<file path="src/design/pfa_rr_pick.sv">
// Round-robin first non-empty list, starting at (and including) first_idx
module pfa_rr_pick #(
    parameter int N = 8,
    parameter int W = 3
) (
    input  logic [N-1:0] busy,
    input  logic [W-1:0] first_idx,
    output logic         found,
    output logic [W-1:0] pick
);

    logic [2*N-1:0] rot;
    logic [W-1:0]   offs;
    logic [W:0]     sum;

    assign rot = {busy, busy} >> first_idx;

    always_comb
    begin
        offs = '0;
        for (int k = N - 1; k >= 0; k--)
        begin
            if (rot[k])
            begin
                offs = W'(k);
            end
        end
    end

    always_comb
    begin
        sum = {1'b0, first_idx} + {1'b0, offs};
        if (sum >= (W+1)'(N))
        begin
            sum = sum - (W+1)'(N);
        end
    end

    assign found = |busy;
    assign pick  = sum[W-1:0];

endmodule

</file>
<file path="config.mk">
export PLATFORM = sky130hd
export DESIGN_NAME = pfa_rr_pick
export DESIGN_NICKNAME = d
export VERILOG_FILES = /design/src/design/pfa_rr_pick.sv
export SDC_FILE = /design/constraint.sdc
export NUM_CORES = 1
export LEC_CHECK = 0
export ABC_CLOCK_PERIOD_IN_PS = 8100
export BUFFER_PORTS_ARGS = -buffer_cell sky130_fd_sc_hd__buf_2
export CAP_MARGIN = 15
export CELL_PAD_IN_SITES_DETAIL_PLACEMENT = 0
export CELL_PAD_IN_SITES_GLOBAL_PLACEMENT = 1
export CORE_AREA = 2 2 39 41
export DETAILED_ROUTE_END_ITERATION = 6
export DIE_AREA = 0 0 41 43
export PLACE_DENSITY_LB_ADDON = 0.1
export SLEW_MARGIN = 20
export SYNTH_ARGS = -nofsm -noshare
export SYNTH_HDL_FRONTEND = slang
export SYNTH_SLANG_ARGS = --single-unit
</file>
<file path="constraint.sdc">
create_clock -name vclk -period 8.1
set_clock_uncertainty 0.2 [all_clocks]
set_input_delay 0.81 -clock vclk [all_inputs]
set_output_delay 0.81 -clock vclk [all_outputs]
set_load 0.02 [all_outputs]
</file>
==> results of run 1 <==
-- where the power goes --
part	total [µW]	leakage, µW	internal (µW)	switching [µW]
clock network	0	0	0	0
logic	43.9	0.000236	20.4	23.5
registers	0	0	0	0
-- synthesized netlist by cell type --
cell type  n
buf_6      2
inv_1      4
o2111ai_2  1
a211oi_2   1
a21bo_2    1
nor4_1     2
a31oi_1    1
a211o_1    1
o211ai_1   1
mux2_2     3
nand2b_1   1
fa_1       1
mux2i_1    4
nand2_1    3
nor2b_1    1
ha_1       1
mux4_1     6
clkbuf_1   1
mux4_2     2
nor2_1     2
xnor2_1    2
or2_0      1
-- worst paths after layout --
| check | endpoint | start | cells after the start | slack, ns |
|---|---|---|---|---|
| min | found | busy[4] | 4 | 1.79 |
| max | pick[2] | first_idx[0] | 12 | 3.47 |
-- layer usage --
metal | GRT usage, % | part of all wire, % | vias up
met4 | 0 | 0 | 0
met2 | 25.94 | 57 | 12
met3 | 0 | 5.6 | 0
met1 | 17.17 | 37 | 196
met5 | 0 | 0 | -
li1 | - | - | 199
-- kinds of logic (layout without fill, tap and decap cells) --
family	Yosys count	count (layout)	synth area share, %
simple gates	10	10	10.47
compound gates	6	6	12.57
mux	15	15	57.85
fa+ha+maj	2	2	6.806
xor+xnor	2	2	3.666
buf+inv	7	19	8.637
-- layout make-up --
class	count	area, µm²	share of cell area, %
Inverter	4	15.01	2.746
Multi-Input combinational cell	35	436.7	79.86
Timing Repair Buffer	15	75.07	13.73
Tap cell	16	20.02	3.661
-- placed cells by master (no fill, tap or decap) --
master and instances:
or2_0 1, mux4_1 6, nand2_1 3, mux2_2 3, mux4_2 2, inv_1 4, buf_2 15, xnor2_1 2
a211oi_2 1, a21bo_2 1, nand2b_1 1, mux2i_1 4, a211o_1 1, fa_1 1, ha_1 1, o2111ai_2 1
nor4_1 2, nor2b_1 1, nor2_1 2, o211ai_1 1, a31oi_1 1
-- metrics by stage --
step | setup WS [ns] | util, % | hold slack, ns | std cells | total power [µW]
after floorplan | 3.724 | - | 1.592 | 42 | 33.81
after global placement | 3.534 | 39.51 | 1.777 | 70 | 42.93
after detailed placement | 3.437 | 39.51 | 1.786 | 70 | 44.54
after CTS | 3.428 | 39.51 | 1.789 | 70 | 44.66
after global routing | 3.309 | 39.51 | 1.840 | 70 | 48.53
final | 3.469 | 39.51 | 1.788 | 70 | 43.90
==> metrics.csv, run 1 <==
metric,value,unit
rsz0062_at_grt,false,
viasPerCell,5.814,
core,1384,µm²
seq_area,0,µm²
diodes,0,
die_h,43,µm
worstPathRequired,7.09,ns
leakage,0.0002357,µW
netlist_area,478.0,µm²
start_util,34.54,%
crit_path_end_kind,primary output,
drive_gt1_share,42.59,%
slew_violations,0,
setup_viol,0,
syn-instance-count,42,
crit_chain,buf_2 > mux4_1 > mux2_2 > nand2b_1 > a21bo_2 > a31oi_1 > ha_1 > inv_1 > fa_1 > xnor2_1 > xnor2_1 > buf_2,
cts_setup_buffers,0,
drc_errors,0,
grt_overflow,0,
status,finished clean,
ys_top_cells_by_area,"mux4_1 33%, mux4_2 9.4%, mux2i_1 8.4%",
wl,970,µm
drtIter0Drc,0,
timing.final.crit_period,4.631,ns
die-width,41,µm
fmax,215.9,MHz
gp_congestion,0.7636,
yosysUniqueCellTypes,22,
cp_slowest_cell,mux4_1,
worst_slew_pin_slew,0.3209,ns
nClkBuffers,0,
fp-row-count,14,
ys_warn_count,0,
hold_violations,0,
io_buffers,15,
synth_area_per_cell,11.38,µm²
antenna_left,0,
synth_top_area_share,32.98,%
grt_pass1_wl,1766,µm
dr.pass1.iters,1,
syn-num-nets,55,
antenna_found_initial,0,
ys_seq_area_share,0,%
synth.largest_area_cell,mux4_1,
hold_buffers,0,
placed_area,546.8,µm²
wire_per_inst,13.86,µm
grt.total_usage,13.65,%
fin_tns_setup,0,ns
dieArea,1763,µm²
max_stage_delay,0.61,ns
powerDensity,80.28,nW/µm²
dp_hpwl,875.6,µm
grt_pass1_vias,407,
crit_fanout,9,
crit_type,in2out,
cp.buffers_inverters,3,
cp_top_family,multiplexers,
period_share,57.17,%
cts-resized-gates,0,
crit_arrival,3.62,ns
startpoint_type,input pin,
maxCapViolCount,0,
ir_worst_vdd,0.03549,mV
nFillCells,147,
nets,69,
hold_class,in2out,
dr_total_vias,407,
area_growth,14.40,%
grt_max_degree,12,
design.seq.count,0,
max_slew_margin,77.99,%
fin_area,546.8,µm²
io_pins,15,
(Power assumes the default switching activity.)
==> run 2, diff against run 1 <==
- ABC_AREA: default -> 1
- ABC_CLOCK_PERIOD_IN_PS: 8100 -> 4100
- CORE_AREA: 2 2 39 41 -> 2 2 42 48
- DIE_AREA: 0 0 41 43 -> 0 0 44 50
- clock period: 8.1 -> 4.1 ns (I/O delays scaled with it)
==> metrics.csv, run 2 <==
metric,value,unit,change
dp_hpwl,1105,µm,was 875.6 µm
ys_seq_area_share,0,%,unchanged
nFillCells,204,,was 147
max_slew_margin,83.52,%,was 77.99%
final_cell_count_no_fill,128,,was 70
nets,125,,was 69
layout_common_cells,"45 x nand2_1, 15 x buf_2, 13 x nand2_2, 13 x nand3_1, 6 x nand3_2",,"was 15 x buf_2, 6 x mux4_1, 4 x inv_1, 4 x mux2i_1"
place_inst,128,,was 70
wl,1217,µm,was 970 µm
dieArea,2200,µm²,was 1763 µm²
crit_type,in2out,,unchanged
period_share,78.65,%,
maxCapViolCount,0,,unchanged
start_util,30.89,%,was 34.54%
worst_slew_pin_slew,0.2449,ns,was 0.3209 ns
grt_overflow,0,,unchanged
yosysUniqueCellTypes,20,,was 22
crit_arrival,2.61,ns,was 3.62 ns
dr.pass1.iters,4,,was 1
drtIter0Drc,5,,was 0
timing.final.crit_period,3.225,ns,
antenna_found_initial,0,,unchanged
syn-instance-count,98,,was 42
dr_total_vias,603,,was 407
nClkBuffers,0,,unchanged
ys_top_cells_by_area,"nand2_1 32%, nand2_2 15%, nand3_1 12%",,"was mux4_1 33%, mux4_2 9.4%, mux2i_1 8.4%"
status,finished clean,,unchanged
holdWs,0.9690,ns,was 1.788 ns
antenna_left,0,,unchanged
finish.utilization,34.81,%,was 39.51%
die_h,50,µm,was 43 µm
crit_fanout,10,,was 9
viasPerCell,4.711,,was 5.814
synth_area_per_cell,5.426,µm²,was 11.38 µm²
grt_pass1_wl,2152,µm,was 1766 µm
grt.total_usage,12.17,%,was 13.65%
gp_congestion,0.7568,,was 0.7636
hold_class,in2out,,unchanged
worstPathRequired,3.49,ns,was 7.09 ns
rsz0062_at_grt,false,,unchanged
diodes,0,,unchanged
core,1722,µm²,was 1384 µm²
drive_gt1_share,35.45,%,was 42.59%
leakage,0.0003279,µW,was 0.0002357 µW
hold_violations,0,,unchanged
synth_top_area_share,31.76,%,was 32.98%
p_total,83.74,µW,was 43.90 µW
io_pins,15,,unchanged
ys_warn_count,0,,unchanged
powerDensity,139.7,nW/µm²,was 80.28 nW/µm²
synth_common_cells,"45 x nand2_1, 13 x nand2_2, 13 x nand3_1",,"was 6 x mux4_1, 4 x inv_1, 4 x mux2i_1"
area_growth,12.71,%,was 14.40%
cts-resized-gates,0,,unchanged
startpoint_type,input pin,,unchanged
hold_buffers,0,,unchanged
io_buffers,15,,unchanged
fp-row-count,16,,was 14
die-width,44,µm,was 41 µm
netlist_area,531.8,µm²,was 478.0 µm²
synth_most_common_cell,nand2_1,,was mux4_1
crit_path_end_kind,primary output,,unchanged
fmax,310.1,MHz,
design.seq.count,0,,unchanged
ir_worst_vdd,0.04499,mV,was 0.03549 mV
syn-num-nets,111,,was 55
seq_area,0,µm²,unchanged
fin_tns_setup,0,ns,unchanged
setup_viol,0,,unchanged
cts_setup_buffers,0,,unchanged
drc_errors,0,,unchanged
final_common_cell,nand2_1,,was buf_2
synth.largest_area_cell,nand2_1,,was mux4_1
grt_pass1_vias,513,,was 407
grt_max_degree,11,,was 12
wire_per_inst,9.508,µm,was 13.86 µm
slew_violations,0,,unchanged
run 2: changes by cell type in the layout (fill, tap and decap cells not counted), sizes merged, moves of 2 or more:
cell / before / now
mux2i: 4 / 0
nand3: 0 / 19
nand2: 3 / 58
mux4: 8 / 0
mux2: 3 / 0
xnor2: 2 / 0
inv: 4 / 7
a21oi: 0 / 2
run 2: final cells by class:
cell class | count | area (µm²) | area share, %
Tap cell | 18 | 22.52 | 3.758
Inverter | 7 | 33.78 | 5.637
Timing Repair Buffer | 15 | 75.07 | 12.53
Multi-Input combinational cell | 88 | 467.9 | 78.08
run 2: per-stage QoR:
step	instance area, µm²	setup slack (ns)
final	599.3	0.8753
after floorplan	531.8	1.260
after global routing	599.3	0.5346
after detailed placement	599.3	0.8331
after global placement	599.3	0.8517
after CTS	599.3	0.8354
run 2: cell families after synthesis:
logic type | count (synthesis) | share of synthesized area, %
xor+xnor | 1 | 1.647
buf+inv | 10 | 12.00
compound gates | 3 | 4.000
simple gates | 82 | 76.24
fa+ha+maj | 2 | 6.117
run 2: where the power goes:
group	leakage (µW)	switching (µW)	internal, µW
Sequential	0	0	0
Combinational	0.000328	54.2	29.6
Clock	0	0	0
Total	0.000328	54.2	29.6
run 2: worst paths after layout:
path                    startpoint  endpoint  depth (start not counted)
worst max-delay path  first_idx[0]   pick[2]                         21
worst min-delay path       busy[4]     found                          4
run 2: per-layer routing:
layer  GRT usage, %  wire length, µm  vias to the layer above
li1               -                -                      339
met1          18.56              631                      255
met2          20.10              562                        9
met3              0               23                        0
met4              0                0                        0
met5              0                0                        -
run 2: worst max-delay path, stage by stage:
cell and delay, ns:
buf_2 0.22, inv_6 0.08, nand2_2 0.08, nand3_2 0.06, nand2_2 0.10, nand2_2 0.06
nand2_1 0.07, nand2_1 0.05, nand2_1 0.05, nand2_1 0.04, nand2_1 0.05, nand2_1 0.05
a21oi_1 0.15, ha_1 0.17, inv_1 0.05, fa_1 0.37, xor2_1 0.16, nand3b_1 0.16
nand2_1 0.06, inv_1 0.03, buf_2 0.14
==> run 3, diff against run 2 <==
- ABC_CLOCK_PERIOD_IN_PS: 4100 -> 3100
- CORE_AREA: 2 2 42 48 -> 2 2 40 45
- DIE_AREA: 0 0 44 50 -> 0 0 42 47
- clock period: 4.1 -> 3.1 ns (I/O delays scaled with it)
==> metrics.csv, run 3 (synthesis gave the netlist of run 2 again) <==
metric,value,unit,change
cp_common_cell,nand2_1,,unchanged
p_sw,75.11,µW,was 54.16 µW
diodes,0,,unchanged
fmax,347.5,MHz,
cts_setup_buffers,0,,unchanged
core,1520,µm²,was 1722 µm²
nets,125,,unchanged
grt_max_degree,11,,unchanged
period_share,92.83,%,
dr.pass1.iters,4,,unchanged
area_growth,16.71,%,was 12.71%
startpoint_type,input pin,,unchanged
antenna_found_initial,0,,unchanged
maxCapViolCount,0,,unchanged
dp_hpwl,1118,µm,was 1105 µm
grt.total_usage,14.01,%,was 12.17%
slew_violations,0,,unchanged
io_buffers,15,,unchanged
setup_slack,0.2224,ns,was 0.8753 ns
cp_slowest_cell,fa_1,,unchanged
wire_per_inst,10.29,µm,was 9.508 µm
setup_viol,0,,unchanged
dp_slack,0.08724,ns,was 0.8331 ns
crit_arrival,2.37,ns,was 2.61 ns
multi_input_area,476.7,µm²,was 467.9 µm²
rsz0062_at_grt,false,,unchanged
nClkBuffers,0,,unchanged
cell_internal_pwr,41.70,µW,was 29.59 µW
gp_congestion,0.8461,,was 0.7568
seq_area,0,µm²,unchanged
cp.buffers_inverters,5,,unchanged
wl,1307,µm,was 1217 µm
top_layer,met3,,unchanged
antenna_left,0,,unchanged
dieArea,1974,µm²,was 2200 µm²
p_clk_share,0,%,about the same
hold_violations,0,,unchanged
dr_total_vias,638,,was 603
design.seq.count,0,,unchanged
met2WireLength,616,µm,was 562 µm
hold_class,in2out,,unchanged
cp_top_family,simple AND/OR/NAND/NOR gates,,unchanged
final_common_cell,nand2_1,,unchanged
drc_errors,0,,unchanged
drtIter0Drc,14,,was 5
die-width,42,µm,was 44 µm
io_pins,15,,unchanged
met1_length,633,µm,was 631 µm
final_cell_count_no_fill,127,,was 128
seqPwrFrac,0,%,about the same
fp-row-count,15,,was 16
max_stage_delay,0.37,ns,about the same
p_total,116.8,µW,was 83.74 µW
fin_tns_setup,0,ns,unchanged
p_sw_share,64.30,%,was 64.67%
leakage,0.0003325,µW,was 0.0003279 µW
crit_path_end_kind,primary output,,unchanged
drive_gt1_share,38.18,%,was 35.45%
nFillCells,175,,was 204
grt_overflow,0,,unchanged
wl_met3,57,µm,was 23 µm
crit_chain,buf_4 > inv_8 > nand3_1 > nand2_2 > nand2_1 > nand2_1 > nand2_1 > nand2_1 > nand2_1 > nand2_1 > nand2_1 > a21oi_2 > ha_1 > inv_1 > fa_1 > xor2_1 > nand3b_1 > nand2_1 > inv_1 > buf_2,,was buf_2 > inv_6 > nand2_2 > nand3_2 > nand2_2 > nand2_2 > nand2_1 > nand2_1 > nand2_1 > nand2_1 > nand2_1 > nand2_1 > a21oi_1 > ha_1 > inv_1 > fa_1 > xor2_1 > nand3b_1 > nand2_1 > inv_1 > buf_2
worst_slew_pin_slew,0.2372,ns,was 0.2449 ns
layout_common_cells,"43 x nand2_1, 15 x nand2_2, 13 x nand3_1, 13 x buf_2, 6 x nand3_2",,"was 45 x nand2_1, 15 x buf_2, 13 x nand2_2, 13 x nand3_1, 6 x nand3_2"
start_util,34.98,%,was 30.89%
place_inst,127,,was 128
crit_fanout,9,,was 10
grt_pass1_vias,537,,was 513
status,finished clean,,unchanged
finish.utilization,40.82,%,was 34.81%
ir_worst_vdd,0.06538,mV,was 0.04499 mV
max_slew_margin,84.04,%,was 83.52%
crit_type,in2out,,unchanged
p_comb_share,100.0,%,about the same
die_h,47,µm,was 50 µm
worstPathRequired,2.59,ns,was 3.49 ns
timing.final.crit_period,2.878,ns,
grt_pass1_wl,2242,µm,was 2152 µm
viasPerCell,5.024,,was 4.711
powerDensity,188.2,nW/µm²,was 139.7 nW/µm²
==> run 3: changes by cell type in the layout (fill, tap and decap cells not counted) <==
cell,delta
buf_2,-2
a21oi_2,+1
buf_6,+1
nand2_2,+2
inv_4,-1
a21oi_1,-1
buf_4,+1
nand2_1,-2
inv_8,+1
==> run 3: path summary, 6_finish.rpt <==
| kind | from | to | cells past startpoint |
|---|---|---|---|
| hold / removal | busy[5] | found | 4 |
| setup / recovery | first_idx[1] | pick[2] | 20 |
==> run 3: cell type report <==
class | instances | area share (%)
Inverter | 7 | 6.250
Tap cell | 17 | 3.427
Timing Repair Buffer | 15 | 13.51
Multi-Input combinational cell | 88 | 76.81
==> run 3: timing repair <==
action                     4_1_cts  5_1_grt
resized for setup                0       10
hold buffers                     0        0
setup endpoints to repair        0        1
==> run 3: metal layers <==
metal	vias up	GRT usage [%]
met1	278	19.41
li1	340	-
met2	20	26.25
met5	-	0
met3	0	0.3846
met4	0	0
==> run 3: per-stage QoR <==
step                cell area, µm²  hold WS (ns)
finish                       620.6        0.7750
global placement             598.1        0.7818
floorplan                    531.8        0.5924
global route                 620.6        0.8118
detailed placement           598.1        0.7743
CTS                          598.1        0.7772
==> run 3: power by group through the flow <==
stage / clock, µW / sequential, µW / combinational (µW)
floorplan: 0 / 0 / 87.1
global placement: 0 / 0 / 114
detailed placement: 0 / 0 / 113
CTS: 0 / 0 / 113
global route: 0 / 0 / 132
finish: 0 / 0 / 117
==> run 3: tightest hold or removal path, delay by kind of cell <==
kind / cells / cell delay [ns]
simple gates: 2 / 0.09
buf+inv: 2 / 0.26
